==> config.mk <==
export PLATFORM = sky130hd
export DESIGN_NAME = tccr_cursor
export DESIGN_NICKNAME = d
export VERILOG_FILES = /design/src/hdl/text_console_cursor_renderer_macros.svh /design/src/hdl/tccr_pkg.sv /design/src/hdl/tccr_cursor.sv
export SDC_FILE = /design/constraint.sdc
export NUM_CORES = 1
export LEC_CHECK = 0
export ABC_CLOCK_PERIOD_IN_PS = 4400
export BUFFER_PORTS_ARGS = -buffer_cell sky130_fd_sc_hd__clkbuf_2
export CORE_ASPECT_RATIO = 2
export CORE_UTILIZATION = 40
export DETAILED_ROUTE_END_ITERATION = 8
export MAX_ROUTING_LAYER = met4
export SYNTH_ARGS = -nofsm -noshare
export SYNTH_HDL_FRONTEND = slang
export SYNTH_SLANG_ARGS = --single-unit
==> constraint.sdc <==
create_clock -name clk_i -period 4.4 [get_ports clk_i]
set_input_delay 0.44 -clock clk_i [delete_from_list [all_inputs] [get_ports clk_i]]
set_output_delay 0.44 -clock clk_i [all_outputs]
set_load 0.01 [all_outputs]
==> src/hdl/text_console_cursor_renderer_macros.svh <==
// ----------------------------------------------------------------------------
// Text console cursor renderer - assertion macros
// Concurrent checks on clk_i, masked while rst_ni is low.
// ----------------------------------------------------------------------------
`ifndef TEXT_CONSOLE_CURSOR_RENDERER_MACROS_SVH
`define TEXT_CONSOLE_CURSOR_RENDERER_MACROS_SVH

`ifndef SYNTHESIS

`define TCCR_ASSERT(lbl, prop, msg) \
  lbl: assert property (@(posedge clk_i) disable iff (!rst_ni) prop) else $error(msg);

`define TCCR_ASSERT_NEVER(lbl, cond, msg) \
  lbl: assert property (@(posedge clk_i) disable iff (!rst_ni) !(cond)) else $error(msg);

`else

`define TCCR_ASSERT(lbl, prop, msg)
`define TCCR_ASSERT_NEVER(lbl, cond, msg)

`endif

`endif

==> src/hdl/tccr_pkg.sv <==
`timescale 1ns / 1ps
// ----------------------------------------------------------------------------
// Text console cursor renderer - package
// Sizes, character codes, command codes and shared types.
// ----------------------------------------------------------------------------
package tccr_pkg;

  localparam int MaxColumns = 512;
  localparam int MaxRows    = 256;
  localparam int GlyphLines = 16;
  localparam int GlyphCount = 128;
  localparam int StoreDepth = GlyphCount * GlyphLines;

  localparam int ColW   = 10;
  localparam int RowW   = 8;
  localparam int ColsW  = 10;
  localparam int RowsW  = 9;
  localparam int PixW   = 12;
  localparam int ByteW  = 8;
  localparam int LineW  = $clog2(GlyphLines);
  localparam int GlyphW = $clog2(GlyphCount);
  localparam int AddrW  = $clog2(StoreDepth);
  localparam int CfgIdxW  = 2;
  localparam int CfgDataW = ColsW;

  localparam logic [CfgIdxW-1:0] RegTextColumns = CfgIdxW'(0);
  localparam logic [CfgIdxW-1:0] RegTextRows    = CfgIdxW'(1);

  localparam logic [ColsW-1:0] ColsReset = ColsW'(80);
  localparam logic [RowsW-1:0] RowsReset = RowsW'(25);

  localparam logic CmdChar = 1'b0;
  localparam logic CmdFont = 1'b1;

  localparam logic KindGlyph  = 1'b0;
  localparam logic KindScroll = 1'b1;

  localparam logic [7:0] ChNul     = 8'h00;
  localparam logic [7:0] ChBel     = 8'h07;
  localparam logic [7:0] ChBs      = 8'h08;
  localparam logic [7:0] ChHt      = 8'h09;
  localparam logic [7:0] ChLf      = 8'h0A;
  localparam logic [7:0] ChVt      = 8'h0B;
  localparam logic [7:0] ChFf      = 8'h0C;
  localparam logic [7:0] ChCr      = 8'h0D;
  localparam logic [7:0] ChSpace   = 8'h20;
  localparam logic [7:0] ChHighest = 8'h7F;

  typedef enum logic [1:0] {
    StIdle,
    StDraw,
    StScroll
  } seq_state_e;

  // Work handed from the cursor logic to the sequencer when a character lands.
  typedef struct packed {
    logic              draw;
    logic              scroll;
    logic [GlyphW-1:0] glyph;
    logic [PixW-1:0]   cell_x;
    logic [PixW-1:0]   cell_y;
  } job_t;

endpackage

==> src/hdl/tccr_cursor.sv <==
`timescale 1ns / 1ps
// ----------------------------------------------------------------------------
// Text console cursor renderer - cursor and geometry
// Holds the size registers and the cursor; decodes a character into a job.
// ----------------------------------------------------------------------------
module tccr_cursor
  import tccr_pkg::*;
(
  input  logic                clk_i,
  input  logic                rst_ni,
  input  logic                cfg_we_i,
  input  logic [CfgIdxW-1:0]  cfg_idx_i,
  input  logic [CfgDataW-1:0] cfg_wdata_i,
  input  logic                acc_i,
  input  logic [7:0]          char_code_i,
  output job_t                job_o
);

  logic [ColsW-1:0] text_cols_q;
  logic [RowsW-1:0] text_rows_q;
  logic [ColW-1:0]  col_q, col_d;
  logic [RowW-1:0]  row_q, row_d;

  logic [ColsW-1:0] cols_eff;
  logic [RowsW-1:0] rows_eff;
  logic [ColW:0]    col_inc;
  logic [ColW:0]    col_tab;
  logic             row_room;
  logic [ColW-1:0]  draw_col;
  logic [RowW-1:0]  draw_row;
  logic [7:0]       glyph_code;

  always_ff @(posedge clk_i or negedge rst_ni) begin
    if (!rst_ni) begin
      text_cols_q <= ColsReset;
      text_rows_q <= RowsReset;
    end else if (cfg_we_i) begin
      unique case (cfg_idx_i)
        RegTextColumns: text_cols_q <= cfg_wdata_i[ColsW-1:0];
        RegTextRows:    text_rows_q <= cfg_wdata_i[RowsW-1:0];
        default: ;
      endcase
    end
  end

  always_comb begin
    if (text_cols_q == '0) begin
      cols_eff = ColsW'(1);
    end else if (text_cols_q > ColsW'(MaxColumns)) begin
      cols_eff = ColsW'(MaxColumns);
    end else begin
      cols_eff = text_cols_q;
    end
    if (text_rows_q == '0) begin
      rows_eff = RowsW'(1);
    end else if (text_rows_q > RowsW'(MaxRows)) begin
      rows_eff = RowsW'(MaxRows);
    end else begin
      rows_eff = text_rows_q;
    end
  end

  assign col_inc  = {1'b0, col_q} + (ColW+1)'(1);
  assign col_tab  = ({1'b0, col_q} | (ColW+1)'(3)) + (ColW+1)'(1);
  assign row_room = (RowsW'(row_q) + RowsW'(1)) < rows_eff;

  // Codes outside the printable range draw as a space.
  assign glyph_code = (char_code_i < ChSpace || char_code_i > ChHighest) ? ChSpace
                                                                         : char_code_i;

  always_comb begin
    col_d        = col_q;
    row_d        = row_q;
    draw_col     = col_q;
    draw_row     = row_q;
    job_o.draw   = 1'b0;
    job_o.scroll = 1'b0;
    job_o.glyph  = glyph_code[GlyphW-1:0];
    unique case (char_code_i)
      ChNul, ChBel, ChFf: ;
      ChBs: begin
        if (col_q != '0) begin
          col_d      = col_q - ColW'(1);
          job_o.draw = 1'b1;
        end else if (row_q != '0) begin
          row_d      = row_q - RowW'(1);
          col_d      = ColW'(cols_eff - ColsW'(1));
          job_o.draw = 1'b1;
        end
        draw_col    = col_d;
        draw_row    = row_d;
        job_o.glyph = ChSpace[GlyphW-1:0];
      end
      ChHt: begin
        if (col_tab >= {1'b0, cols_eff}) begin
          col_d = '0;
          if (row_room) begin
            row_d = row_q + RowW'(1);
          end else begin
            job_o.scroll = 1'b1;
          end
        end else begin
          col_d = col_tab[ColW-1:0];
        end
      end
      ChLf, ChVt: begin
        if (row_room) begin
          row_d = row_q + RowW'(1);
        end else begin
          job_o.scroll = 1'b1;
        end
      end
      ChCr: col_d = '0;
      default: begin
        job_o.draw = 1'b1;
        if (col_inc >= {1'b0, cols_eff}) begin
          col_d = '0;
          if (row_room) begin
            row_d = row_q + RowW'(1);
          end else begin
            job_o.scroll = 1'b1;
          end
        end else begin
          col_d = col_inc[ColW-1:0];
        end
      end
    endcase
    job_o.cell_x = PixW'({draw_col, 3'b000});
    job_o.cell_y = PixW'({draw_row, {LineW{1'b0}}});
  end

  always_ff @(posedge clk_i or negedge rst_ni) begin
    if (!rst_ni) begin
      col_q <= '0;
      row_q <= '0;
    end else if (acc_i) begin
      col_q <= col_d;
      row_q <= row_d;
    end
  end

endmodule

* After elaboration in Yosys (flattened, before gate mapping)
Index checks and enable logic that the tools add are counted.
** Cells by class
- Add/sub/neg operators :: 7
- Order comparisons :: 7
- Eq/ne operators :: 9
- Muxes and demuxes :: 26
- Bitwise gates (word level) :: 2
- Reductions and logical operators :: 17
** Operators with widths (number)
- 10-bit two-way mux :: 6
- 8-bit by 4-bit equality test with 1-bit output, second input constant :: 6
- 8-bit two-way mux :: 6
- 10-bit case mux with 4 select lines :: 1
- 8-bit case mux with 4 select lines :: 1
- 9-bit two-way mux :: 3
- 10-bit by 1-bit adder with 11-bit output, second input constant :: 2
- 11-bit by 10-bit greater-or-equal comparator with 1-bit output :: 2
- 10-bit by 1-bit subtractor with 10-bit output, second input constant :: 2
- 7-bit two-way mux :: 2
- 10-bit > comparator, second input constant :: 1
- 10-bit zero test :: 1
- 10-bit nonzero test :: 1
- 5-bit OR reduction :: 2
- 8-bit by 1-bit adder with 9-bit output, second input constant :: 1
- 9-bit > comparator, second input constant :: 1
- 9-bit zero test :: 1
- 9-bit < comparator :: 1
- 8-bit by 1-bit adder with 8-bit output, second input constant :: 1
- 8-bit by 3-bit equality test with 1-bit output, second input constant :: 1
- 8-bit by 7-bit > comparator with 1-bit output, second input constant :: 1
- 8-bit zero test :: 1
- 8-bit by 6-bit < comparator with 1-bit output, second input constant :: 1
- 8-bit nonzero test :: 1
- 15 further kinds :: 22
** Storage, ports and cells
- Flip-flop bits (word level) :: 37
- Output and inout bits :: 33
- Logic and storage cells :: 72

* Logic depth before layout (Yosys ltp)
Gate-level depths: netlist of run 1.
- Word-level depth :: 7
- Depth in mapped cells :: 15

* Least setup slack after synthesis of run 1
OpenSTA, ideal clock, no wires.
- Path type :: register to register
- Start :: reg text_cols_q[3]
- End :: reg col_q[4]
- Arrival time :: 3.040 ns
- Setup slack :: 1.296 ns
- Stages on the path, launching flop included :: 13
- Buffers on the path :: 0
- Clock period less this slack :: 3.104 ns
- Cell sequence :: dfrtp_1 -> or4_4 -> nor3_1 -> o21ai_0 -> inv_1 -> ha_1 -> nand2b_1 -> a2111oi_0 -> o31ai_1 -> a21o_1 -> nor2b_1 -> a221o_1 -> mux2_4
** Between the ends
- Word-level cells in the longest chain between the ends :: 7
- Elaborated cells between the ends (all ways) :: 12
- Those cells by class :: add/sub (1); order compare (3); mux (7); reduce/logical (1)
** Ends and longest elaborated chain
- from (decl) :: RTL line tccr_cursor.sv:19 : logic [ColsW-1:0] text_cols_q;
- from (signal assigned) :: RTL line tccr_cursor.sv:35 : text_cols_q <= ColsReset;
- from (signal assigned) :: RTL line tccr_cursor.sv:39 : RegTextColumns: text_cols_q <= cfg_wdata_i[ColsW-1:0];
- 10-bit > comparator :: RTL line tccr_cursor.sv:49 : end else if (text_cols_q > ColsW'(MaxColumns)) begin
- 10-bit two-way mux :: RTL line tccr_cursor.sv:49
- 10-bit two-way mux * :: RTL line tccr_cursor.sv:47 : if (text_cols_q == '0) begin
- 10-bit by 1-bit subtractor with 10-bit output :: RTL line tccr_cursor.sv:87 : col_d = ColW'(cols_eff - ColsW'(1));
- 10-bit two-way mux :: RTL line tccr_cursor.sv:85 : end else if (row_q != '0) begin
- 10-bit two-way mux :: RTL line tccr_cursor.sv:82 : if (col_q != '0) begin
- 10-bit case mux with 4 select lines * :: RTL line tccr_cursor.sv:79 : unique case (char_code_i)
- to (signal assigned) :: RTL line tccr_cursor.sv:137 : col_q <= col_d;
- to (decl) :: RTL line tccr_cursor.sv:21 : logic [ColW-1:0] col_q, col_d;
Mark *: on every way between the ends. The rest lies on a longest branch, timed or not.
A chain may end at the register's enable or synchronous reset.

==> metrics.txt, run 1 <==
worst hold margin=0.304 ns; P_leak=1.97 nW; vias in the first global route=3856; RSZ-0062 raised after global routing=no; Synth Flop Type=dfrtp_1; worst path cell trace=nand3_1 > or2_1 > or2_1 > nor2_1 > xnor2_1 > ha_1 > a21oi_1 > o21ai_0 > or2_2 > o21ba_2 > nand2_1 > nor2_1 > clkbuf_2; CP Capture Type=output port; Tot Pwr=2.18 mW; worst vdd ir=241 uV; H-tree depth=2; number of iterations in the first detailed-routing pass=5; number of synthesized flops with an enable pin=0; TritonCTS Buffers=5; DR vias=3917; Core Box Area=9700 um^2; Pins Over Slew Limit=0; first-pass GRT wire length=20100 um; layout cell share with drive strength beyond 1=0.204; pwr/cell area=488 nW/um^2; met1 WL=4390 um; Vias/cell=5.88; Post-route DRC=0; die area=10400 um^2; CP max stage delay=0.62 ns; worst endpoint data arrival time=3.54 ns; Starting Density=0.411; metal2 WL=7030 um; Max Fclk=251 MHz; Post-Place Worst Slack=0.671 ns; top routing layer used=met4; Placer Congestion=1.03; CTS Hold Bufs=0; endpoints failing hold=0; Post-DP Area=4300 um^2; setup tns final=0 ns; wire per inst=19.7 um; clock sink count=37; setup bufs post-CTS=0; post-route cell area=4470 um^2; Setup-failing EPs final=0; area grow syn2layout=12.0%; Port Buf Inserts=49; Max Root-Sink Buffers=2; width of the die=72.6 um; DP HPWL=10600 um; Synthesis Warnings=0; Synth Area per Inst=8.04 um^2; Routed WL=13100 um; Tmin final=3.98 ns; cell row count=51; diode count=0; critical path type=register to output port; Crit path max-delay family=simple AND/OR/NAND/NOR gates; Req. time, crit path=3.96 ns; HP Class=input port to async pin; antenna-violating nets left=0; gr usage total=0.271; GR Overflow Total=0; Syn Inst Count=496; Root Buffer Master=clkbuf_16; Skew-Pair Late Insertion Delay=0.29 ns; maxcap violations=0; CP Max Fanout=12; wire length on met3=398 um; largest net degree at the start of global routing=38; Worst-Margin Slew=1.01 ns; CTS tree=built; Seq/Total Area, Yosys=0.234; first-iteration detailed-routing DRC count=219; Yosys reg bits=37; NumNets Final=591; Slew headroom=0.326; clock-pin slew on the worst setup and hold paths=0.06 ns; CTS-repair resized insts=0; Synth async-reset ratio=1.00; Die Span Y=143 um; Final WS setup=0.416 ns; Clock Skew=0.00518 ns; final period utilization=0.905; Worst Path Buf+Inv=1; status=finished, final reports clean; Yosys cell types=75; initial antenna violation count=0; Post-Syn Area=3990 um^2; Worst Setup Start Kind=register; slowest CP cell=dfrtp_1; number of I/O pins=57
final cells by class:
cell class / count / area, um^2
clock buffer: 5 / 125
clock inverter: 3 / 46.3
fill: 1029 / 5230
inverter: 19 / 71.3
multi-input combinational: 416 / 2840
sequential: 37 / 932
tap: 132 / 165
timing repair buffer: 54 / 283
flip-flops by register name, summed over array words and instances, names as in the netlist:
register	flops
text_rows_q	9
row_q	8
text_cols_q	10
col_q	10
worst register-to-register path, stage by stage (launching register included):
cell and delay, ns:
dfrtp_1 0.62, nand3_1 0.26, or2_1 0.33, or2_1 0.32, nor2_1 0.16, xnor2_1 0.19, ha_1 0.30, a21oi_1 0.14
o21ai_0 0.15, or2_2 0.31, o21ba_2 0.23, nand4_1 0.42, a21oi_1 0.11, xnor2_1 0.16
final timing paths:
path	start	endpoint	slack (ns)	depth (start not counted)
setup / recovery	col_q[4]	job_o[31]	0.42	13
hold / removal	rst_ni	row_q[7]	0.30	1
setup reg to reg	col_q[4]	row_q[0]	0.58	13
hold reg to reg	text_rows_q[8]	text_rows_q[8]	0.54	1
max in group asynchronous	rst_ni	text_cols_q[9]	3.46	1
min in group clk_i	cfg_wdata_i[9]	text_cols_q[9]	0.36	3
synthesized netlist by cell type, types with 2 or more instances:
library cell / count / area (um^2)
clkbuf_1: 8 / 30.0
nor2b_1: 4 / 25.0
o211ai_1: 4 / 30.0
nand3_2: 3 / 30.0
or3_1: 4 / 25.0
buf_4: 8 / 60.1
and3b_1: 2 / 17.5
or2_1: 3 / 18.8
o31ai_1: 10 / 75.1
nand3_1: 12 / 60.1
nor3_1: 14 / 70.1
a22oi_1: 4 / 30.0
nor3_2: 2 / 20.0
xor2_1: 11 / 96.3
a21oi_1: 22 / 110
or4_1: 2 / 15.0
and3_1: 10 / 62.6
a211oi_1: 5 / 37.5
nor3b_1: 4 / 30.0
nand2_1: 53 / 199
mux2_2: 20 / 225
ha_1: 34 / 425
a21boi_0: 2 / 15.0
or4_4: 4 / 45.0
clkinv_1: 2 / 7.51
o21ai_1: 7 / 35.0
dfstp_2: 5 / 131
buf_2: 11 / 55.1
a21o_1: 9 / 67.6
xnor2_1: 17 / 149
o21a_1: 3 / 22.5
nand2b_1: 8 / 50.1
a2111oi_0: 3 / 26.3
dfrtp_1: 32 / 801
buf_1: 2 / 7.51
a221o_1: 2 / 20.0
or2_2: 2 / 12.5
and2_1: 6 / 37.5
inv_1: 17 / 63.8
nor4_1: 6 / 37.5
o21ai_0: 34 / 170
nor2_1: 39 / 146
a31oi_1: 10 / 62.6
nand4_1: 5 / 31.3
cells in the final DEF (no fill, tap or decap), types with 5 or more instances in the layout:
cell type  instances
nor3_1            14
a21oi_1           22
dfstp_2            5
inv_1             17
o21ai_0           34
a211oi_1           5
nand2_1           53
clkbuf_16          5
xor2_1            11
o31ai_1           10
clkbuf_2          49
a21o_1             9
and2_1             6
conb_1             7
dfrtp_1           32
nand3_1           12
o21ai_1            7
and3_1            10
nor4_1             6
nor2_1            39
ha_1              34
mux2_2            20
xnor2_1           17
nand4_1            5
buf_4              5
a31oi_1           10
nand2b_1           8
kinds of logic after synthesis:
| group | after synthesis | synth area share |
|---|---|---|
| compound gates | 134 | 0.222 |
| simple gates | 192 | 0.256 |
| flops | 37 | 0.234 |
| fa+ha+maj | 34 | 0.107 |
| mux | 21 | 0.0602 |
| xor+xnor | 28 | 0.0615 |
| other cells | 1 | 0.000940 |
| buf+inv | 49 | 0.0590 |
layer usage:
layer	global-route usage	up-vias
met5	-	-
met4	0.260	0
met3	0.0275	54
met2	0.475	138
met1	0.246	1846
li1	-	1879
metrics by stage:
stage / utilization / instances
floorplan: - / 502
global placement: 0.443 / 658
detailed placement: 0.443 / 658
CTS: 0.461 / 666
global route: 0.461 / 666
finish: 0.461 / 666
power breakdown:
part | switching, mW | internal [mW]
clock network | 0.161 | 0.269
logic | 0.697 | 0.481
registers | 0.149 | 0.421
Note: power is estimated with default switching activity, not from simulation.
==> run 2, diff against run 1 <==
--- a/config.mk
+++ b/config.mk
@@ -6,9 +6,10 @@
 export NUM_CORES = 1
 export LEC_CHECK = 0
 export ABC_CLOCK_PERIOD_IN_PS = 4400
-export BUFFER_PORTS_ARGS = -buffer_cell sky130_fd_sc_hd__clkbuf_2
+export BUFFER_PORTS_ARGS = -buffer_cell sky130_fd_sc_hd__buf_2
 export CORE_ASPECT_RATIO = 2
 export CORE_UTILIZATION = 40
+export CTS_CLUSTER_DIAMETER = 40
 export DETAILED_ROUTE_END_ITERATION = 8
 export MAX_ROUTING_LAYER = met4
 export SYNTH_ARGS = -nofsm -noshare
==> run 2 against run 1 <==
  * Global-route usage down 0.36 points
  * Maximum frequency down 1.4%
  * Critical path type unchanged
  * Clock skew down 0.0032 ns
  * Combinational power about the same
  * Power up 0.94%
  * Non-clock buffer count down 2
  * Register-to-register slack worse by 0.09 ns
  * Critical endpoint unchanged
  * Sequential share of layout area about the same
  * First-iteration DRC count down 21%
  * Critical path depth unchanged
==> metrics.txt, run 2 (synthesis results as in run 1) <==
CTS Hold Bufs=0; P_leak=1.97 nW; Die Span Y=143 um; Placer Congestion=1.00; Setup-failing EPs final=0; CP max stage delay=0.63 ns; most frequent cells in the layout=nand2_1 (53), buf_2 (49), nor2_1 (39), o21ai_0 (34), ha_1 (34); pwr/cell area=493 nW/um^2; Slew headroom=0.402; Worst-Margin Slew=0.897 ns; initial antenna violation count=0; setup tns final=0 ns; CP Capture Type=output port; Starting Density=0.411; Tmin final=4.04 ns; H-tree depth=2; Post-route DRC=0; critical path type=register to output port; DR vias=3941; worst path cell trace=nand3_1 > or2_1 > or2_1 > nor2_1 > xnor2_1 > ha_1 > a21oi_1 > o21ai_0 > or2_2 > o21ba_2 > nand2_1 > nor2_1 > buf_2; vias in the first global route=3853; antenna-violating nets left=0; maxcap violations=0; slowest CP cell=dfrtp_1; Max Root-Sink Buffers=2; Clock Skew=0.00203 ns; HP Class=input port to async pin; first-iteration detailed-routing DRC count=173; TritonCTS Buffers=5; Routed WL=13100 um; NumNets Final=589; Crit path max-delay family=simple AND/OR/NAND/NOR gates; width of the die=72.6 um; number of iterations in the first detailed-routing pass=4; CTS-repair resized insts=0; status=finished, final reports clean; Skew-Pair Late Insertion Delay=0.29 ns; largest net degree at the start of global routing=38; Vias/cell=5.94; Core Box Area=9700 um^2; first-pass GRT wire length=20000 um; number of I/O pins=57; diode count=0; DP HPWL=10600 um; gr usage total=0.268; worst hold margin=0.267 ns; wire per inst=19.8 um; clock sink count=37; GR Overflow Total=0; worst endpoint data arrival time=3.60 ns; RSZ-0062 raised after global routing=no; final period utilization=0.918; endpoints failing hold=0; Pins Over Slew Limit=0; Port Buf Inserts=49; Root Buffer Master=clkbuf_16; Largest regs=col_q (10), text_cols_q (10), text_rows_q (9); Max Fclk=248 MHz; area grow syn2layout=11.7%; Req. time, crit path=3.96 ns; cell row count=51; Worst Path Buf+Inv=1; clock-pin slew on the worst setup and hold paths=0.06 ns; CP Max Fanout=12; setup bufs post-CTS=0; commonest non-fill, non-tap cell in the layout=nand2_1; die area=10400 um^2; Worst Setup Start Kind=register; layout cell share with drive strength beyond 1=0.201; worst vdd ir=255 uV; Fillers=1040; CTS tree=built
-- run 2: cell count changes in the layout (fill, tap and decap cells not counted) --
cell,delta
buf_2,+49
clkbuf_2,-49
buf_4,-2
clkbuf_8,+1
clkinv_4,-1
-- run 2: worst reg2reg max path, stage by stage, from the launching register on --
cell and delay, ns:
dfrtp_1 0.45, or4_4 0.60, nor3_1 0.17, o21ai_0 0.19
inv_1 0.20, ha_1 0.25, nand2b_1 0.17, a2111oi_0 0.43
o31ai_1 0.18, a21o_1 0.30, nor2b_1 0.49, a221o_1 0.27
mux2_4 0.15
-- run 2: worst paths after layout --
check | startpoint | end | slack (ns) | cells after the start
max | col_q[4] | job_o[31] | 0.36 | 13
min | rst_ni | row_q[4] | 0.27 | 1
max reg2reg | text_cols_q[3] | col_q[4] | 0.49 | 12
min reg2reg | text_rows_q[5] | text_rows_q[5] | 0.54 | 1
max in group asynchronous | rst_ni | text_rows_q[1] | 3.56 | 1
min in group clk_i | cfg_wdata_i[9] | text_cols_q[9] | 0.36 | 3
-- run 2: stage by stage --
step / setup slack, ns / util / instances / power [mW] / area [um^2]
global placement: 0.500 / 0.441 / 656 / 1.72 / 4280
detailed placement: 0.555 / 0.441 / 656 / 1.75 / 4280
CTS: 0.404 / 0.459 / 664 / 2.19 / 4460
global route: 0.229 / 0.459 / 664 / 2.35 / 4460
floorplan: 1.30 / - / 502 / 1.40 / 4010
finish: 0.360 / 0.459 / 664 / 2.20 / 4460
-- run 2: area by class of cell --
type                       count  area [um^2]  share of cell area
multi-input combinational    416         2840               0.638
tap                          132          165              0.0371
inverter                      19         71.3              0.0160
sequential                    37          932               0.209
timing repair buffer          52          268              0.0601
clock inverter                 2         37.5             0.00842
clock buffer                   6          139              0.0312
-- run 2: report_power, final --
part	leakage, nW	internal [mW]	total [mW]	switching (mW)
logic	1.43	0.486	1.19	0.708
registers	0.454	0.422	0.571	0.149
clock network	0.0831	0.283	0.434	0.151
total	1.97	1.19	2.20	1.01
-- run 2: per-layer routing --
layer	routed length, um	GRT usage
met3	370	0.0318
met2	7150	0.482
met1	4470	0.237
met5	0	-
met4	1130	0.233
==> run 3, diff against run 2 <==
--- a/config.mk
+++ b/config.mk
@@ -7,11 +7,12 @@
 export LEC_CHECK = 0
 export ABC_CLOCK_PERIOD_IN_PS = 4400
 export BUFFER_PORTS_ARGS = -buffer_cell sky130_fd_sc_hd__buf_2
-export CORE_ASPECT_RATIO = 2
+export CORE_ASPECT_RATIO = 0.6
 export CORE_UTILIZATION = 40
 export CTS_CLUSTER_DIAMETER = 40
 export DETAILED_ROUTE_END_ITERATION = 8
 export MAX_ROUTING_LAYER = met4
+export SLEW_MARGIN = 20
 export SYNTH_ARGS = -nofsm -noshare
 export SYNTH_HDL_FRONTEND = slang
 export SYNTH_SLANG_ARGS = --single-unit
==> run 3 against run 2 <==
  * Via count increased by 1.0%
  * Highest routed layer unchanged
  * Sequential power about the same
  * Largest cell class unchanged
  * Setup slack gained 0.17 ns
  * Largest power group unchanged
  * Clock power down 0.9%
  * Power decreased by 0.66%
  * Sequential share of layout area barely moved
  * Critical path depth shrank 2
  * Utilization increased by 1.3 points
  * Routed wire length is 4.1% lower
  * Maximum frequency increased by 4.4%
==> metrics.txt, run 3 (synthesis results as in run 1) <==
Non-Filler Instances=662; clock share of power=0.197; GRT Max-Usage Layer=met1; Starting Density=0.423; pwr/cell area=491 nW/um^2; Setup-failing EPs final=0; Pint=1.17 mW; wire per inst=19.0 um; DR vias=3982; Post-route DRC=0; Routed WL=12600 um; final period utilization=0.880; Die Span Y=79.4 um; largest net degree at the start of global routing=38; die area=10400 um^2; sequential group share of total power=0.262; Tmin final=3.87 ns; worst endpoint data arrival time=3.43 ns; DP HPWL=9810 um; maxcap violations=0; HP Class=input port to async pin; Pins Over Slew Limit=0; Tot Pwr=2.18 mW; Fillers=934; Max Root-Sink Buffers=2; Core Box Area=9430 um^2; antenna-violating nets left=0; H-tree depth=2; Vias/cell=6.02; Post-Place Worst Slack=0.809 ns; number of iterations in the first detailed-routing pass=7; Final WS setup=0.530 ns; Sw Pwr=1.01 mW; Clock Skew=0.00856 ns; NumNets Final=589; clock-pin slew on the worst setup and hold paths=0.07 ns; Skew-Pair Late Insertion Delay=0.29 ns; TritonCTS Buffers=5; placed insts=654; CTS tree=built; RSZ-0062 raised after global routing=no; CP Capture Type=output port; Sw Share=0.463; Req. time, crit path=3.96 ns; cell row count=27; Worst-Margin Slew=0.920 ns; first-pass GRT wire length=20100 um; Port Buf Inserts=49; CTS-repair resized insts=0; setup bufs post-CTS=0; endpoints failing hold=0; commonest non-fill, non-tap cell in the layout=nand2_1; Placer Congestion=0.965; worst vdd ir=191 uV; Gate power share=0.541; CTS Hold Bufs=0; Worst Setup Start Kind=register; clock sink count=37; first-iteration detailed-routing DRC count=388; Slew headroom=0.387; status=finished, final reports clean; area grow syn2layout=11.5%; P_leak=1.96 nW; most frequent cells in the layout=nand2_1 (53), buf_2 (49), nor2_1 (39), o21ai_0 (34), ha_1 (34); number of I/O pins=57; post-layout util=0.472; Max Fclk=258 MHz; Global Route met3 Usage=0.0620; critical path type=register to output port; width of the die=131 um; initial antenna violation count=0; GR Util met2=0.352; GR Overflow Total=0; gr usage total=0.267; Largest regs=col_q (10), text_cols_q (10), text_rows_q (9); met1 usage=0.406; Root Buffer Master=clkbuf_16; vias in the first global route=3683; setup tns final=0 ns; diode count=0; CP Max Fanout=10; layout cell share with drive strength beyond 1=0.201
==> run 3: metrics by stage <==
stage,hold WS [ns],instance area (um^2)
finish,0.279,4450
global route,0.342,4450
CTS,0.316,4450
detailed placement,0.527,4280
global placement,0.528,4280
floorplan,0.144,4010
==> run 3: path summary, 6_finish.rpt <==
check	to	depth (start not counted)	slack, ns	start
setup / recovery	job_o[31]	11	0.53	col_q[2]
hold / removal	row_q[5]	1	0.28	rst_ni
hold reg to reg	text_rows_q[5]	1	0.55	text_rows_q[5]
setup reg to reg	col_q[9]	12	0.70	text_cols_q[3]
max in group asynchronous	text_cols_q[3]	1	3.54	rst_ni
min in group clk_i	text_cols_q[9]	3	0.35	cfg_wdata_i[9]
==> run 3: layer usage <==
| metal | part of all wire | vias to the layer above | wire length (um) |
|---|---|---|---|
| li1 | - | 1886 | - |
| met3 | 0.088 | 11 | 1110 |
| met2 | 0.39 | 152 | 4880 |
| met1 | 0.52 | 1933 | 6520 |
| met4 | 0.0068 | 0 | 86 |
| met5 | 0 | - | 0 |
==> run 3: layout make-up <==
type	count	area, um^2	area share
clock buffers	5	125	0.0281
multi-input cells	416	2840	0.639
inverters	19	71.3	0.0160
flip-flops and latches	37	932	0.210
clock inverters	3	46.3	0.0104
well taps	130	163	0.0366
repair buffers	52	268	0.0602
==> run 3: power by group through the flow <==
stage / clock network [mW] / registers [mW] / logic, mW
after global routing: 0.448 / 0.590 / 1.31
after floorplan: 0 / 0.488 / 0.908
final: 0.430 / 0.573 / 1.18
after global placement: 0 / 0.566 / 1.12
after detailed placement: 0 / 0.571 / 1.15
after CTS: 0.435 / 0.566 / 1.16
==> run 3: critical path, cell delays in order (launching register included) <==
cell,delay [ns]
dfrtp_1,0.54
ha_1,0.29
nand3_1,0.18
xnor2_1,0.45
ha_1,0.35
a21oi_1,0.13
o21ai_0,0.13
a2111oi_0,0.47
a21bo_2,0.34
nand2_1,0.08
nor2_1,0.04
buf_2,0.13
