**config.mk**
```make
export PLATFORM = sky130hd
export DESIGN_NAME = tccr_seq_flat
export DESIGN_NICKNAME = d
export VERILOG_FILES = /design/src/hdl/tccr_pkg.sv /design/src/hdl/tccr_in_if.sv /design/src/hdl/tccr_out_if.sv /design/src/hdl/tccr_seq.sv /design/src/flat_wrapper.sv
export VERILOG_INCLUDE_DIRS = /design/src /design/src/hdl
export SDC_FILE = /design/constraint.sdc
export NUM_CORES = 1
export LEC_CHECK = 0
export BUFFER_PORTS_ARGS = -buffer_cell sky130_fd_sc_hd__buf_2
export CAP_MARGIN = 20
export CELL_PAD_IN_SITES_DETAIL_PLACEMENT = 1
export CELL_PAD_IN_SITES_GLOBAL_PLACEMENT = 1
export CORE_ASPECT_RATIO = 0.9
export CORE_MARGIN = 2
export CORE_UTILIZATION = 44
export CTS_BUF_LIST = sky130_fd_sc_hd__clkbuf_4 sky130_fd_sc_hd__clkbuf_8 sky130_fd_sc_hd__clkbuf_16
export DETAILED_ROUTE_END_ITERATION = 8
export PLACE_DENSITY = 0.92
export SLEW_MARGIN = 20
export SYNTH_ARGS = -nofsm -noshare
export SYNTH_HDL_FRONTEND = slang
export SYNTH_SLANG_ARGS = --single-unit
```
**constraint.sdc**
```tcl
create_clock -name clk_i -period 10.72 [get_ports clk_i]
set_input_delay 0.536 -clock clk_i [delete_from_list [all_inputs] [get_ports clk_i]]
set_output_delay 0.536 -clock clk_i [all_outputs]
set_load 0.05 [all_outputs]
```
**src/hdl/text_console_cursor_renderer_macros.svh**
```systemverilog
// ----------------------------------------------------------------------------
// Text console cursor renderer - assertion macros
// Concurrent checks on clk_i, masked while rst_ni is low.
// ----------------------------------------------------------------------------
`ifndef TEXT_CONSOLE_CURSOR_RENDERER_MACROS_SVH
`define TEXT_CONSOLE_CURSOR_RENDERER_MACROS_SVH

`ifndef SYNTHESIS

`define TCCR_ASSERT(lbl, prop, msg) \
  lbl: assert property (@(posedge clk_i) disable iff (!rst_ni) prop) else $error(msg);

`define TCCR_ASSERT_NEVER(lbl, cond, msg) \
  lbl: assert property (@(posedge clk_i) disable iff (!rst_ni) !(cond)) else $error(msg);

`else

`define TCCR_ASSERT(lbl, prop, msg)
`define TCCR_ASSERT_NEVER(lbl, cond, msg)

`endif

`endif

```
**src/hdl/tccr_pkg.sv**
```systemverilog
`timescale 1ns / 1ps
// ----------------------------------------------------------------------------
// Text console cursor renderer - package
// Sizes, character codes, command codes and shared types.
// ----------------------------------------------------------------------------
package tccr_pkg;

  localparam int MaxColumns = 512;
  localparam int MaxRows    = 256;
  localparam int GlyphLines = 16;
  localparam int GlyphCount = 128;
  localparam int StoreDepth = GlyphCount * GlyphLines;

  localparam int ColW   = 10;
  localparam int RowW   = 8;
  localparam int ColsW  = 10;
  localparam int RowsW  = 9;
  localparam int PixW   = 12;
  localparam int ByteW  = 8;
  localparam int LineW  = $clog2(GlyphLines);
  localparam int GlyphW = $clog2(GlyphCount);
  localparam int AddrW  = $clog2(StoreDepth);
  localparam int CfgIdxW  = 2;
  localparam int CfgDataW = ColsW;

  localparam logic [CfgIdxW-1:0] RegTextColumns = CfgIdxW'(0);
  localparam logic [CfgIdxW-1:0] RegTextRows    = CfgIdxW'(1);

  localparam logic [ColsW-1:0] ColsReset = ColsW'(80);
  localparam logic [RowsW-1:0] RowsReset = RowsW'(25);

  localparam logic CmdChar = 1'b0;
  localparam logic CmdFont = 1'b1;

  localparam logic KindGlyph  = 1'b0;
  localparam logic KindScroll = 1'b1;

  localparam logic [7:0] ChNul     = 8'h00;
  localparam logic [7:0] ChBel     = 8'h07;
  localparam logic [7:0] ChBs      = 8'h08;
  localparam logic [7:0] ChHt      = 8'h09;
  localparam logic [7:0] ChLf      = 8'h0A;
  localparam logic [7:0] ChVt      = 8'h0B;
  localparam logic [7:0] ChFf      = 8'h0C;
  localparam logic [7:0] ChCr      = 8'h0D;
  localparam logic [7:0] ChSpace   = 8'h20;
  localparam logic [7:0] ChHighest = 8'h7F;

  typedef enum logic [1:0] {
    StIdle,
    StDraw,
    StScroll
  } seq_state_e;

  // Work handed from the cursor logic to the sequencer when a character lands.
  typedef struct packed {
    logic              draw;
    logic              scroll;
    logic [GlyphW-1:0] glyph;
    logic [PixW-1:0]   cell_x;
    logic [PixW-1:0]   cell_y;
  } job_t;

endpackage

```
**src/hdl/tccr_in_if.sv**
```systemverilog
`timescale 1ns / 1ps
// ----------------------------------------------------------------------------
// Text console cursor renderer - input channel
// Character and font-load beats, valid/ready.
// ----------------------------------------------------------------------------
interface tccr_in_if
  import tccr_pkg::*;
();
  logic             valid;
  logic             ready;
  logic             command;
  logic [7:0]       char_code;
  logic [AddrW-1:0] font_index;
  logic [ByteW-1:0] font_byte;

  modport source (output valid, command, char_code, font_index, font_byte, input ready);
  modport sink   (input valid, command, char_code, font_index, font_byte, output ready);
endinterface

```
**src/hdl/tccr_out_if.sv**
```systemverilog
`timescale 1ns / 1ps
// ----------------------------------------------------------------------------
// Text console cursor renderer - result channel
// Glyph-row and scroll beats, valid/ready.
// ----------------------------------------------------------------------------
interface tccr_out_if
  import tccr_pkg::*;
();
  logic             valid;
  logic             ready;
  logic             result_kind;
  logic [PixW-1:0]  pixel_x;
  logic [PixW-1:0]  pixel_y;
  logic [ByteW-1:0] row_bits;
  logic             last_result;

  modport source (output valid, result_kind, pixel_x, pixel_y, row_bits, last_result,
                  input ready);
  modport sink   (input valid, result_kind, pixel_x, pixel_y, row_bits, last_result,
                  output ready);
endinterface

```
**src/hdl/tccr_seq.sv**
```systemverilog
`timescale 1ns / 1ps
// ----------------------------------------------------------------------------
// Text console cursor renderer - row sequencer
// Steps through glyph rows on the store read port, then a scroll beat when the job scrolls;
// a read stage and an output register carry results to the channel.
// ----------------------------------------------------------------------------
`include "text_console_cursor_renderer_macros.svh"

module tccr_seq
  import tccr_pkg::*;
(
  input  logic             clk_i,
  input  logic             rst_ni,
  tccr_in_if.sink          in_i,
  tccr_out_if.source       out_o,
  input  job_t             job_i,
  output logic             acc_char_o,
  output logic             ram_we_o,
  output logic             ram_re_o,
  output logic [AddrW-1:0] ram_raddr_o,
  input  logic [ByteW-1:0] ram_rdata_i
);

  seq_state_e state_q, state_d;
  logic [LineW-1:0] line_q;
  job_t             job_q;

  logic             accept;
  logic             issue;
  logic             s1_take;
  logic             last_line;

  logic             s1_v_q;
  logic             s1_kind_q;
  logic             s1_last_q;
  logic [PixW-1:0]  s1_x_q;
  logic [PixW-1:0]  s1_y_q;
  logic             s1_kind_d;
  logic             s1_last_d;
  logic [PixW-1:0]  s1_x_d;
  logic [PixW-1:0]  s1_y_d;

  logic             out_v_q;
  logic             out_kind_q;
  logic             out_last_q;
  logic [PixW-1:0]  out_x_q;
  logic [PixW-1:0]  out_y_q;
  logic [ByteW-1:0] out_bits_q;

  assign in_i.ready = (state_q == StIdle);
  assign accept     = in_i.valid && in_i.ready;
  assign acc_char_o = accept && (in_i.command == CmdChar);
  assign ram_we_o   = accept && (in_i.command == CmdFont);

  assign s1_take   = s1_v_q && (!out_v_q || out_o.ready);
  assign issue     = (state_q != StIdle) && (!s1_v_q || s1_take);
  assign last_line = (line_q == LineW'(GlyphLines - 1));

  always_comb begin
    state_d = state_q;
    unique case (state_q)
      StIdle: begin
        if (acc_char_o) begin
          if (job_i.draw) begin
            state_d = StDraw;
          end else if (job_i.scroll) begin
            state_d = StScroll;
          end
        end
      end
      StDraw: begin
        if (issue && last_line) begin
          state_d = job_q.scroll ? StScroll : StIdle;
        end
      end
      StScroll: begin
        if (issue) begin
          state_d = StIdle;
        end
      end
      default: state_d = StIdle;
    endcase
  end

  always_comb begin
    ram_re_o    = issue && (state_q == StDraw);
    ram_raddr_o = {job_q.glyph, line_q};
    if (state_q == StScroll) begin
      s1_kind_d = KindScroll;
      s1_last_d = 1'b1;
      s1_x_d    = '0;
      s1_y_d    = '0;
    end else begin
      s1_kind_d = KindGlyph;
      s1_last_d = last_line && !job_q.scroll;
      s1_x_d    = job_q.cell_x;
      s1_y_d    = job_q.cell_y + PixW'(line_q);
    end
  end

  always_ff @(posedge clk_i or negedge rst_ni) begin
    if (!rst_ni) begin
      state_q <= StIdle;
      line_q  <= '0;
    end else begin
      state_q <= state_d;
      if (ram_re_o) begin
        line_q <= line_q + LineW'(1);
      end
    end
  end

  always_ff @(posedge clk_i) begin
    if (acc_char_o) begin
      job_q <= job_i;
    end
  end

  // Read stage: tags ride alongside the store's registered read data.
  always_ff @(posedge clk_i or negedge rst_ni) begin
    if (!rst_ni) begin
      s1_v_q <= 1'b0;
    end else if (issue) begin
      s1_v_q <= 1'b1;
    end else if (s1_take) begin
      s1_v_q <= 1'b0;
    end
  end

  always_ff @(posedge clk_i) begin
    if (issue) begin
      s1_kind_q <= s1_kind_d;
      s1_last_q <= s1_last_d;
      s1_x_q    <= s1_x_d;
      s1_y_q    <= s1_y_d;
    end
  end

  always_ff @(posedge clk_i or negedge rst_ni) begin
    if (!rst_ni) begin
      out_v_q <= 1'b0;
    end else if (s1_take) begin
      out_v_q <= 1'b1;
    end else if (out_o.ready) begin
      out_v_q <= 1'b0;
    end
  end

  always_ff @(posedge clk_i) begin
    if (s1_take) begin
      out_kind_q <= s1_kind_q;
      out_last_q <= s1_last_q;
      out_x_q    <= s1_x_q;
      out_y_q    <= s1_y_q;
      out_bits_q <= (s1_kind_q == KindScroll) ? '0 : ram_rdata_i;
    end
  end

  assign out_o.valid       = out_v_q;
  assign out_o.result_kind = out_kind_q;
  assign out_o.last_result = out_last_q;
  assign out_o.pixel_x     = out_x_q;
  assign out_o.pixel_y     = out_y_q;
  assign out_o.row_bits    = out_bits_q;

  `TCCR_ASSERT(a_idle_line_zero, (state_q == StIdle) |-> (line_q == '0), "row count not home")
  `TCCR_ASSERT(a_idle_tail_last, (state_q == StIdle && s1_v_q) |-> s1_last_q, "beat left behind")
  `TCCR_ASSERT(a_draw_starts, (acc_char_o && job_i.draw) |=> (state_q == StDraw), "no draw")
  `TCCR_ASSERT_NEVER(a_scroll_blank, out_v_q && out_kind_q == KindScroll && (out_bits_q != '0 || out_x_q != '0 || out_y_q != '0), "scroll beat carries data")

endmodule

```
**src/flat_wrapper.sv**
```systemverilog
// flat-port wrapper written by rule: the top's interface ports become plain ports
module tccr_seq_flat import tccr_pkg::*;
  (clk_i, rst_ni, job_i, acc_char_o, ram_we_o, ram_re_o, ram_raddr_o, ram_rdata_i, in_i_valid, in_i_command, in_i_char_code, in_i_font_index, in_i_font_byte, in_i_ready, out_o_valid, out_o_result_kind, out_o_pixel_x, out_o_pixel_y, out_o_row_bits, out_o_last_result, out_o_ready);
  tccr_in_if in_i_i ();
  tccr_out_if out_o_i ();
  input  logic clk_i;
  input  logic rst_ni;
  input  job_t job_i;
  output logic acc_char_o;
  output logic ram_we_o;
  output logic ram_re_o;
  output logic [AddrW-1:0] ram_raddr_o;
  input  logic [ByteW-1:0] ram_rdata_i;
  input wire logic [$bits(in_i_i.valid)-1:0] in_i_valid;
  input wire logic [$bits(in_i_i.command)-1:0] in_i_command;
  input wire logic [$bits(in_i_i.char_code)-1:0] in_i_char_code;
  input wire logic [$bits(in_i_i.font_index)-1:0] in_i_font_index;
  input wire logic [$bits(in_i_i.font_byte)-1:0] in_i_font_byte;
  output wire logic [$bits(in_i_i.ready)-1:0] in_i_ready;
  output wire logic [$bits(out_o_i.valid)-1:0] out_o_valid;
  output wire logic [$bits(out_o_i.result_kind)-1:0] out_o_result_kind;
  output wire logic [$bits(out_o_i.pixel_x)-1:0] out_o_pixel_x;
  output wire logic [$bits(out_o_i.pixel_y)-1:0] out_o_pixel_y;
  output wire logic [$bits(out_o_i.row_bits)-1:0] out_o_row_bits;
  output wire logic [$bits(out_o_i.last_result)-1:0] out_o_last_result;
  input wire logic [$bits(out_o_i.ready)-1:0] out_o_ready;
  assign in_i_i.valid = in_i_valid;
  assign in_i_i.command = in_i_command;
  assign in_i_i.char_code = in_i_char_code;
  assign in_i_i.font_index = in_i_font_index;
  assign in_i_i.font_byte = in_i_font_byte;
  assign in_i_ready = in_i_i.ready;
  assign out_o_valid = out_o_i.valid;
  assign out_o_result_kind = out_o_i.result_kind;
  assign out_o_pixel_x = out_o_i.pixel_x;
  assign out_o_pixel_y = out_o_i.pixel_y;
  assign out_o_row_bits = out_o_i.row_bits;
  assign out_o_last_result = out_o_i.last_result;
  assign out_o_i.ready = out_o_ready;
  tccr_seq u_core (.clk_i(clk_i), .rst_ni(rst_ni), .in_i(in_i_i), .out_o(out_o_i), .job_i(job_i), .acc_char_o(acc_char_o), .ram_we_o(ram_we_o), .ram_re_o(ram_re_o), .ram_raddr_o(ram_raddr_o), .ram_rdata_i(ram_rdata_i));
endmodule
```
* After elaboration in Yosys (flattened, before gate mapping)
Cells that the tools add are included.
** Storage, ports and cells
- Flip-flop bits (word level) :: 100
- Bits of input ports :: 73
- Output and inout port bits :: 50
- Logic and storage cells :: 57
** Cells by class
- Add/subtract/negate cells :: 2
- Equality and inequality tests :: 7
- Multiplexer cells :: 12
- Bitwise logic cells :: 1
- Reduce and logical (&&, ||, !) cells :: 18
** Operator list (number)
- adder 12 x 4 -> 12 bit :: 1
- two-way mux 2 bit :: 6
- logical AND 1 bit :: 8
- case mux 2 bit (3 select lines) :: 1
- nonzero test 2 bit :: 3
- two-way mux 1 bit :: 5
- adder 4 x 1 -> 4 bit, second input constant :: 1
- == test 4 bit, second input constant :: 1
- != test 2 x 1 -> 1 bit, second input constant :: 2
- AND reduction 4 bit :: 1
- zero test 1 bit :: 3
- != test 3 bit, second input constant :: 1
- == test 2 x 1 -> 1 bit, second input constant :: 1
- == test 2 bit, second input constant :: 1
- zero test 2 bit :: 1
- logical OR 1 bit :: 2
- != test 2 bit, second input constant :: 1
- NOT 1 bit :: 1

* Depth between registers and ports, before layout
Gate-level depths: netlist (run 1).
- Depth in word-level cells :: 8
- Mapped depth :: 6

* Least setup slack after synthesis (run 1)
OpenSTA, ideal clock, no wires.
- Path kind :: input port to flip-flop
- From :: input port in_i_command
- To :: register u_core.job_q[0] (netlist bit) (enable)
- Library setup time :: 0.592 ns
- Arrival :: 5.615 ns
- Data required time :: 10.128 ns
- Path slack :: 4.513 ns
- Cell stages on the path :: 1
- Path buffers :: 0
- Path through :: nor4b_1
** On the way
- Word-level cells in the longest chain between the ends :: 2
** RTL lines
- start, declared :: RTL line flat_wrapper.sv:15 : input wire logic [$bits(in_i_i.command)-1:0] in_i_command;
- NOT 1 bit :: RTL line tccr_seq.sv:52 : assign acc_char_o = accept && (in_i.command == CmdChar);
- logical AND 1 bit :: RTL line tccr_seq.sv:52
- end signal, assigned :: RTL line tccr_seq.sv:115 : job_q <= job_i;
- end, declared :: RTL line tccr_seq.sv:26 : job_t job_q;
Every way passes these cells.
A chain may end at the register's enable or synchronous reset.

* Worst setup path in the final report (run 1)
- From :: register u_core.state_q[0]
- To :: output port acc_char_o
** On the way
- Word-level cells in the longest chain between the ends :: 3
** RTL lines
- start, declared :: RTL line tccr_seq.sv:24 : seq_state_e state_q, state_d;
- start signal, assigned :: RTL line tccr_seq.sv:103 : state_q <= StIdle;
- start signal, assigned :: RTL line tccr_seq.sv:106 : state_q <= state_d;
- zero test 2 bit :: RTL line tccr_seq.sv:50 : assign in_i.ready = (state_q == StIdle);
- logical AND 1 bit :: RTL line tccr_seq.sv:51 : assign accept = in_i.valid && in_i.ready;
- logical AND 1 bit :: RTL line tccr_seq.sv:52
- end, declared :: RTL line flat_wrapper.sv:9 : output logic acc_char_o;
Every way passes these cells.

==> results of run 1 <==
-- kinds of logic after synthesis --
logic type / after synthesis / synth area share
AO/OA/AOI/OAI: 26 / 0.0429
adder cells (fa/ha/maj): 6 / 0.0224
flip-flops: 100 / 0.805
XOR/XNOR: 5 / 0.0119
AND/OR/NAND/NOR: 59 / 0.0932
buffers and inverters: 11 / 0.0211
multiplexers: 1 / 0.00306
-- flip-flops by register name, indices dropped and copies added, names as in the netlist --
name / count
u_core.out_o.pixel_y: 12
u_core.s1_v_q: 1
u_core.s1_kind_q: 1
u_core.out_o.result_kind: 1
u_core.s1_last_q: 1
u_core.out_o.valid: 1
u_core.ram_raddr_o: 7
u_core.line_q: 4
u_core.s1_y_q: 12
u_core.out_o.pixel_x: 12
u_core.job_q: 25
u_core.s1_x_q: 12
u_core.state_q: 2
u_core.out_o.last_result: 1
u_core.out_o.row_bits: 8
-- layer usage --
layer	track usage	vias up
met3	0.0526	10
li1	-	977
met5	0	-
met2	0.258	65
met4	0.0525	0
met1	0.176	971
-- how the worst max path moves through the flow --
stage	end	slack (ps)	depth (start not counted)
after detailed placement	acc_char_o	8510	4
after CTS	acc_char_o	8220	3
final	acc_char_o	8280	3
after global routing	acc_char_o	8160	3
after global placement	acc_char_o	8570	4
after floorplan	u_core.job_q[0]	4510	1
-- power by group through the flow --
| stage | registers (mW) | clock network (mW) | logic (mW) |
|---|---|---|---|
| finish | 0.647 | 0.213 | 0.487 |
| global route | 0.660 | 0.237 | 0.519 |
| CTS | 0.649 | 0.222 | 0.495 |
| detailed placement | 0.657 | 0 | 0.493 |
| global placement | 0.646 | 0 | 0.479 |
| floorplan | 0.856 | 0 | 0.167 |
-- cell type report --
cell class	count	area, µm²	area share
flip-flops and latches	100	2960	0.670
clock inverters	6	47.5	0.0108
well taps	99	124	0.0280
inverters	2	7.51	0.00170
multi-input cells	97	647	0.146
repair buffers	99	508	0.115
clock buffers	9	124	0.0280
-- placed cells by master (no fill, tap or decap), drive strengths merged --
cell and instances:
nor2 8, clkinvlp 1, o21a 1, nand2b 4, nor4b 1, and4 1
xor2 1, o21ai 9, clkbuf 9, inv 5, a22oi 1, xnor2 4
a21oi 9, dlygate4sd3 1, and3 1, a211o 1, buf 98, nand2 5
and2 15, ha 5, or3 7, nand3 3, nor3 1, and3b 1
dfrtp 8, edfxtp 92, nand4 3, nor2b 8, fa 1, clkinv 2
nand3b 1, a211oi 2, a21o 2, mux2 1, o22ai 1
-- worst register-to-register path, cell delays in order, from the launching register on --
cell     delay [ps]
dfrtp_1         450
ha_1            270
fa_1            420
a21o_1          210
a21oi_2         270
or3_1           160
a21oi_1          60
==> out/metrics.cfg, run 1 <==
[die]
start_util = 0.456
die_h_um = 90.7
rows = 31
dieWidth_um = 100
core-area_um2 = 8070
fp.dieArea_um2 = 9110
ios = 123

[sta]
final.period_utilization = 0.228
drv_slew = 0
setup_ws_ps = 8280
tightest_slew_ps = 558
slew-limit-headroom = 0.628
period_minus_slack_ps = 2440
rsz0062_at_grt = false
skew_ps = 8.67
setup_tns_ps = 0
fmax_mhz = 410
hold_viol_final = 0
setup_viol = 0
holdWs_ps = 344

[logic_synthesis]
ys.flop_type = edfxtp_1
yosysTopAreaCellShare = 0.751
async_flop_share = 0.0800
synth-edff-count = 92
synth_most_common_cell = edfxtp_1
netlist_instances = 208
synth.area.top_cells = edfxtp_1 (75%), dfrtp_1 (5.4%), and2_1 (2.6%), ha_1 (1.7%), buf_4 (1.4%)
ys_ff_latch = 100
synth_top_area_cell = edfxtp_1
synth.distinct_cells = 35
synth_area_um2 = 3680
syn_area_per_cell_um2 = 17.7
yosysSeqAreaShare = 0.805
yosys-top-cells-count = edfxtp_1 (92), and2_1 (15), o21ai_0 (9), dfrtp_1 (8), nor2b_1 (8)
syn_nets = 287
yosysWarnings = 0

[pwr]
finalPower_mw = 1.35
power_switching_mw = 0.555
combPwrFrac = 0.362
leakage_nw = 1.71
irDropWorstVdd_uv = 171
intPower_mw = 0.792
netSwitchingFraction = 0.412
clockPowerShare = 0.158
power.density_nw_per_um2 = 305
pwr-share-seq = 0.480

[worst_hold_path]
hp-start = job_i[12]
hp-class = in -> reg
hold_path_depth = 1
hold_end = u_core.job_q[12]

[drt]
via_count = 2023
routedWlPerCell_um = 15.5
dr.pass1.iters = 4
drc = 0
vias_per_cell = 4.91
drtIter0Drc = 59
met3WireLength_um = 379
ant_nets = 0
wl_met1_mm = 2.65
met2_length_mm = 3.30
finalWirelength_mm = 6.40
topRoutingLayerUsed = met4

[clocking]
cts_root_buffer = clkbuf_8
clock_path_buffers = 2
clk_pin_slew_ps = 90
clock_sinks = 100
ctsResizeCount = 0
h-tree-depth = 3
cts_tree = built
clk_latency_ps = 360
cts_hold_buf = 1
cts_setup_buffers = 0
cts_made_buffers = 9

[worst_setup_path]
r2r_start = u_core.line_q[0]
crit_fanout = 35
critical_path_buf_inv_count = 2
worstRegToRegCells = 6
worstSetupPathType = reg -> out
rrSetupSlack_ps = 8630
r2r_end = u_core.s1_y_q[6]
crit_start = u_core.state_q[0]
cp_top_family = buffers and inverters
crit_path_top_delay_cell = dfrtp_1
crit_chain = nor4b_2 > buf_4 > buf_2
arrival_ps = 1910
cp.required_ps = 10180
startpoint_type = register
max_stage_delay_ps = 450
end_kind = output port

[global_routing]
antenna_found_initial = 0
grt_max_degree = 36
grt_overflow = 0
grt_use_total = 0.151
grt_pass1_vias = 2050
grt_pass1_wl_mm = 10.2

[placement]
dp_cells = 396
gp_congestion = 0.706
hpwl_mm = 4.66
port_buffers = 95
placed_area_um2 = 4240
place_ws_ps = 8510

[final_layout]
insertedDiodeCount = 0
fin_cells = 412
post-route-util = 0.548
num-fill-cells = 795
area_growth_pct = 20.2
drive_above_1_share = 0.380
fin_nets = 388
final_area_um2 = 4420

[run_status]
status = complete, no violations

[flow_run]
maxCapViolCount = 0

Power figures use the tool's default switching activity.
==> run 2: changes to the inputs <==
--- a/config.mk
+++ b/config.mk
@@ -12,10 +12,10 @@
 export CELL_PAD_IN_SITES_GLOBAL_PLACEMENT = 1
 export CORE_ASPECT_RATIO = 0.9
 export CORE_MARGIN = 2
-export CORE_UTILIZATION = 44
+export CORE_UTILIZATION = 37
 export CTS_BUF_LIST = sky130_fd_sc_hd__clkbuf_4 sky130_fd_sc_hd__clkbuf_8 sky130_fd_sc_hd__clkbuf_16
 export DETAILED_ROUTE_END_ITERATION = 8
-export PLACE_DENSITY = 0.92
+export PLACE_DENSITY = 0.83
 export SLEW_MARGIN = 20
 export SYNTH_ARGS = -nofsm -noshare
 export SYNTH_HDL_FRONTEND = slang
==> constraint.sdc (replaced) <==
create_clock -name clk_i -period 2.2 [get_ports clk_i]
set_input_delay 0.11 -clock clk_i [delete_from_list [all_inputs] [get_ports clk_i]]
set_output_delay 0.11 -clock clk_i [all_outputs]
set_load 0.05 [all_outputs]
==> out/metrics.cfg, run 2 (synthesis gave the netlist of run 1 again) <==
[run_status]
status = complete, no violations

[clocking]
cts_made_buffers = 9
clk_pin_slew_ps = 100
h-tree-depth = 3
clock_path_buffers = 2
clock_sinks = 100
clk_latency_ps = 350
cts_setup_buffers = 0
cts_root_buffer = clkbuf_8
cts_tree = built

[worst_hold_path]
hp-start = ram_rdata_i[2]
hold_path_depth = 2
hp-class = in -> reg

[placement]
dp_cells = 425
port_buffers = 95
gp_congestion = 0.683
hpwl_mm = 4.70

[die]
ios = 123
dieWidth_um = 109
start_util = 0.381
die_h_um = 98.6
rows = 34
fp.dieArea_um2 = 10800
core-area_um2 = 9660

[drt]
drtIter0Drc = 37
drc = 0
via_count = 2140
wl_met1_mm = 2.66
routedWlPerCell_um = 14.1
vias_per_cell = 4.51
dr.pass1.iters = 3
met3WireLength_um = 322
met2_length_mm = 3.65
ant_nets = 0
finalWirelength_mm = 6.72
topRoutingLayerUsed = met4

[sta]
drv_slew = 0
slew-limit-headroom = 0.720
hold_viol_final = 0
setup_viol = 0
tightest_slew_ps = 420
setup_tns_ps = 0
final.period_utilization = 0.935
fmax_mhz = 486
period_minus_slack_ps = 2060
skew_ps = 8.43
rsz0062_at_grt = false

[worst_setup_path]
worstRegToRegCells = 6
max_stage_delay_ps = 460
startpoint_type = register
crit_chain = ha_1 > fa_1 > a21o_1 > a21oi_4 > or3_1 > a21oi_1
critical_path_buf_inv_count = 0
arrival_ps = 2150
r2r_end = u_core.s1_y_q[8]
crit_cells = 6
critPathCapture = u_core.s1_y_q[8]
rrSetupSlack_ps = 140
end_kind = register
cp.required_ps = 2290
worstSetupPathType = reg -> reg
cp_top_family = adder cells
r2r_start = u_core.line_q[0]
crit_start = u_core.line_q[0]
crit_path_top_delay_cell = dfrtp_1
crit_fanout = 7

[final_layout]
fin_nets = 423
drive_above_1_share = 0.350
insertedDiodeCount = 0
area_growth_pct = 31.4
multi_input_area_um2 = 664
num-fill-cells = 984
final_cell_mix = buf_2 (95), edfxtp_1 (92), dlygate4sd3_1 (34), and2_1 (14), clkbuf_8 (9)
fin_cells = 475
regArea_um2 = 2960
mostFrequentLayoutCell = buf_2
largest_reg_flops = 25
top_register = u_core.job_q

[pwr]
leakage_nw = 1.86
power.density_nw_per_um2 = 1380
irDropWorstVdd_uv = 736

[global_routing]
grt_use_total = 0.131
grt_max_degree = 27
grt_overflow = 0
grt_pass1_vias = 2245
grt_pass1_wl_mm = 10.7
antenna_found_initial = 0

[flow_run]
maxCapViolCount = 0

-- run 2: changes by cell type in the layout (fill, tap and decap cells not counted), sizes merged --
cell / previous run / this run
dlygate4sd3: 1 / 34
buf: 98 / 100
clkinvlp: 1 / 2
-- run 2: worst reg2reg max path: stages, from the launching register on --
cell and delay, ps:
dfrtp_1 460, ha_1 270, fa_1 410, a21o_1 230
a21oi_4 230, or3_1 150, a21oi_1 60
-- run 2: repair_timing --
action	CTS	global route
setup endpoints to repair	0	3
endpoints found under the hold margin	41	0
gates resized for setup	0	1
hold buffers	34	0
-- run 2: layout make-up --
cell class,count,share of cell area
sequential,100,0.613
clock inverter,7,0.0104
timing repair buffer,134,0.179
tap,126,0.0326
clock buffer,9,0.0256
multi-input combinational,97,0.137
inverter,2,0.00155
-- run 2: report_power, final --
part,internal [mW],switching (mW),total [mW]
registers,2.89,0.262,3.16
clock network,0.418,0.622,1.04
logic,0.620,1.85,2.47
total,3.93,2.73,6.66
-- run 2: stage by stage --
stage / cell area [µm²] / utilization / power (mW) / setup WS (ps) / hold slack, ps
after global placement: 4310 / 0.446 / 5.54 / 155 / -42.0
after floorplan: 3700 / - / 4.99 / -288 / -186
final: 4830 / 0.500 / 6.66 / 144 / 49.5
after detailed placement: 4310 / 0.446 / 5.64 / 105 / -35.7
after global routing: 4830 / 0.500 / 7.01 / 43.3 / 42.6
after CTS: 4820 / 0.500 / 6.73 / 72.5 / 28.3
-- run 2: per-layer routing --
metal / vias to the layer above / GRT usage
met1: 1027 / 0.140
met3: 9 / 0.0397
met4: 0 / 0.0385
met2: 56 / 0.247
met5: - / 0
li1: 1048 / -
-- run 2: how the worst min path moves through the flow --
stage	to	slack, ps
finish	u_core.out_o.row_bits[2]	50
global route	u_core.out_o.row_bits[5]	40
CTS	u_core.out_o.row_bits[6]	30
detailed placement	u_core.s1_v_q	-40
global placement	u_core.s1_v_q	-40
floorplan	u_core.line_q[0]	-190
==> run 3: changes to the inputs <==
--- a/config.mk
+++ b/config.mk
@@ -15,6 +15,7 @@
 export CORE_UTILIZATION = 37
 export CTS_BUF_LIST = sky130_fd_sc_hd__clkbuf_4 sky130_fd_sc_hd__clkbuf_8 sky130_fd_sc_hd__clkbuf_16
 export DETAILED_ROUTE_END_ITERATION = 8
+export GPL_TIMING_DRIVEN = 0
 export PLACE_DENSITY = 0.83
 export SLEW_MARGIN = 20
 export SYNTH_ARGS = -nofsm -noshare
==> out/metrics.cfg, run 3 (synthesis gave the netlist of run 1 again) <==
[run_status]
status = complete, no violations

[drt]
finalWirelength_mm = 6.75
dr.pass1.iters = 4
drc = 0
vias_per_cell = 4.52
routedWlPerCell_um = 14.0
drtIter0Drc = 33
via_count = 2174
ant_nets = 0

[die]
core-area_um2 = 9660
fp.dieArea_um2 = 10800
ios = 123
start_util = 0.381
die_h_um = 98.6
dieWidth_um = 109
rows = 34

[clocking]
clock_sinks = 100
h-tree-depth = 3
clk_latency_ps = 350
clk_pin_slew_ps = 90
cts_root_buffer = clkbuf_8
cts_made_buffers = 9
cts_tree = built
clock_path_buffers = 2

[sta]
setup_viol = 0
holdWs_ps = 47.7
slew-limit-headroom = 0.475
drv_slew = 0
final.period_utilization = 0.923
skew_ps = 9.51
period_minus_slack_ps = 2030
hold_viol_final = 0
tightest_slew_ps = 787
rsz0062_at_grt = false
setup_ws_ps = 169
fmax_mhz = 492

[final_layout]
drive_above_1_share = 0.358
final_cell_mix = buf_2 (95), edfxtp_1 (92), dlygate4sd3_1 (34), and2_1 (14), clkbuf_8 (10)
final_area_um2 = 4900
top_register = u_core.job_q
mostFrequentLayoutCell = buf_2
insertedDiodeCount = 0
largest_reg_flops = 25
area_growth_pct = 33.2
fin_nets = 429

[pwr]
power_switching_mw = 2.73
netSwitchingFraction = 0.403
irDropWorstVdd_uv = 690
clockPowerShare = 0.170
power.density_nw_per_um2 = 1380
intPower_mw = 4.03
pwr-share-seq = 0.468
combPwrFrac = 0.362
leakage_nw = 1.90
finalPower_mw = 6.76

[worst_setup_path]
rrSetupSlack_ps = 170
end_kind = register
worstSetupPathType = reg -> reg
arrival_ps = 2130
crit_fanout = 7
cp.required_ps = 2300
startpoint_type = register

[flow_run]
maxCapViolCount = 0

[placement]
gp_congestion = 0.678
place_ws_ps = 126
port_buffers = 95
hpwl_mm = 4.68
placed_area_um2 = 4350

[global_routing]
grt_use_total = 0.134
grt_max_degree = 35
grt_pass1_vias = 2302
antenna_found_initial = 0
grt_overflow = 0
grt_pass1_wl_mm = 10.8

[worst_hold_path]
hp-class = in -> reg

[run 3: worst paths after layout]
kind	startpoint	endpoint	cells after the start
min in group asynchronous	rst_ni	u_core.line_q[3]	2
max in group asynchronous	rst_ni	u_core.line_q[1]	2
worst min-delay path	ram_rdata_i[2]	u_core.out_o.row_bits[2]	2
worst max register to register	u_core.line_q[0]	u_core.s1_y_q[6]	6
worst max-delay path	u_core.line_q[0]	u_core.s1_y_q[6]	6
worst min register to register	u_core.s1_y_q[0]	u_core.out_o.pixel_y[0]	0
[run 3: what timing repair did]
item                                    in CTS  in global routing
hold buffers                                34                  0
endpoints found under the hold margin       41                  0
setup buffers                                0                  0
gates resized for setup                      0                  1
endpoints found under the setup margin       0                  1
[run 3: power by group through the flow]
stage / logic [mW] / clock network [mW] / registers, mW
2_1_floorplan: 0.824 / 0 / 4.16
3_3_place_gp: 2.33 / 0 / 3.18
3_5_place_dp: 2.41 / 0 / 3.22
4_1_cts: 2.45 / 1.20 / 3.18
5_1_grt: 2.62 / 1.27 / 3.23
6_report: 2.45 / 1.15 / 3.16
[run 3: layer usage]
layer,routed length [µm],vias to the layer above,GRT usage,share of wire
met2,3700,61,0.246,0.55
met4,43,0,0.0355,0.0064
met1,2660,1051,0.145,0.39
met5,0,-,0,0
li1,-,1058,-,-
met3,342,4,0.0470,0.051
[run 3: critical path: stages, from the launching register on]
cell	delay [ps]
dfrtp_1	450
ha_1	270
fa_1	410
a21o_1	230
a21oi_4	220
or3_1	140
a21oi_1	60
[run 3: layout make-up]
cell class	instances	area, µm²
Sequential cell	100	2960
Multi-Input combinational cell	97	669
Inverter	2	7.51
Clock buffer	9	124
Fill cell	957	4760
Timing Repair Buffer	131	835
Buffer	9	70.1
Tap cell	126	158
Clock inverter	7	72.6
[run 3: per-stage QoR]
stage          utilization  setup TNS, ps  instances
2_1_floorplan            -          -9590        208
3_3_place_gp         0.448          -8600        429
3_5_place_dp         0.451              0        431
4_1_cts              0.506              0        481
5_1_grt              0.507              0        481
6_report             0.507              0        481
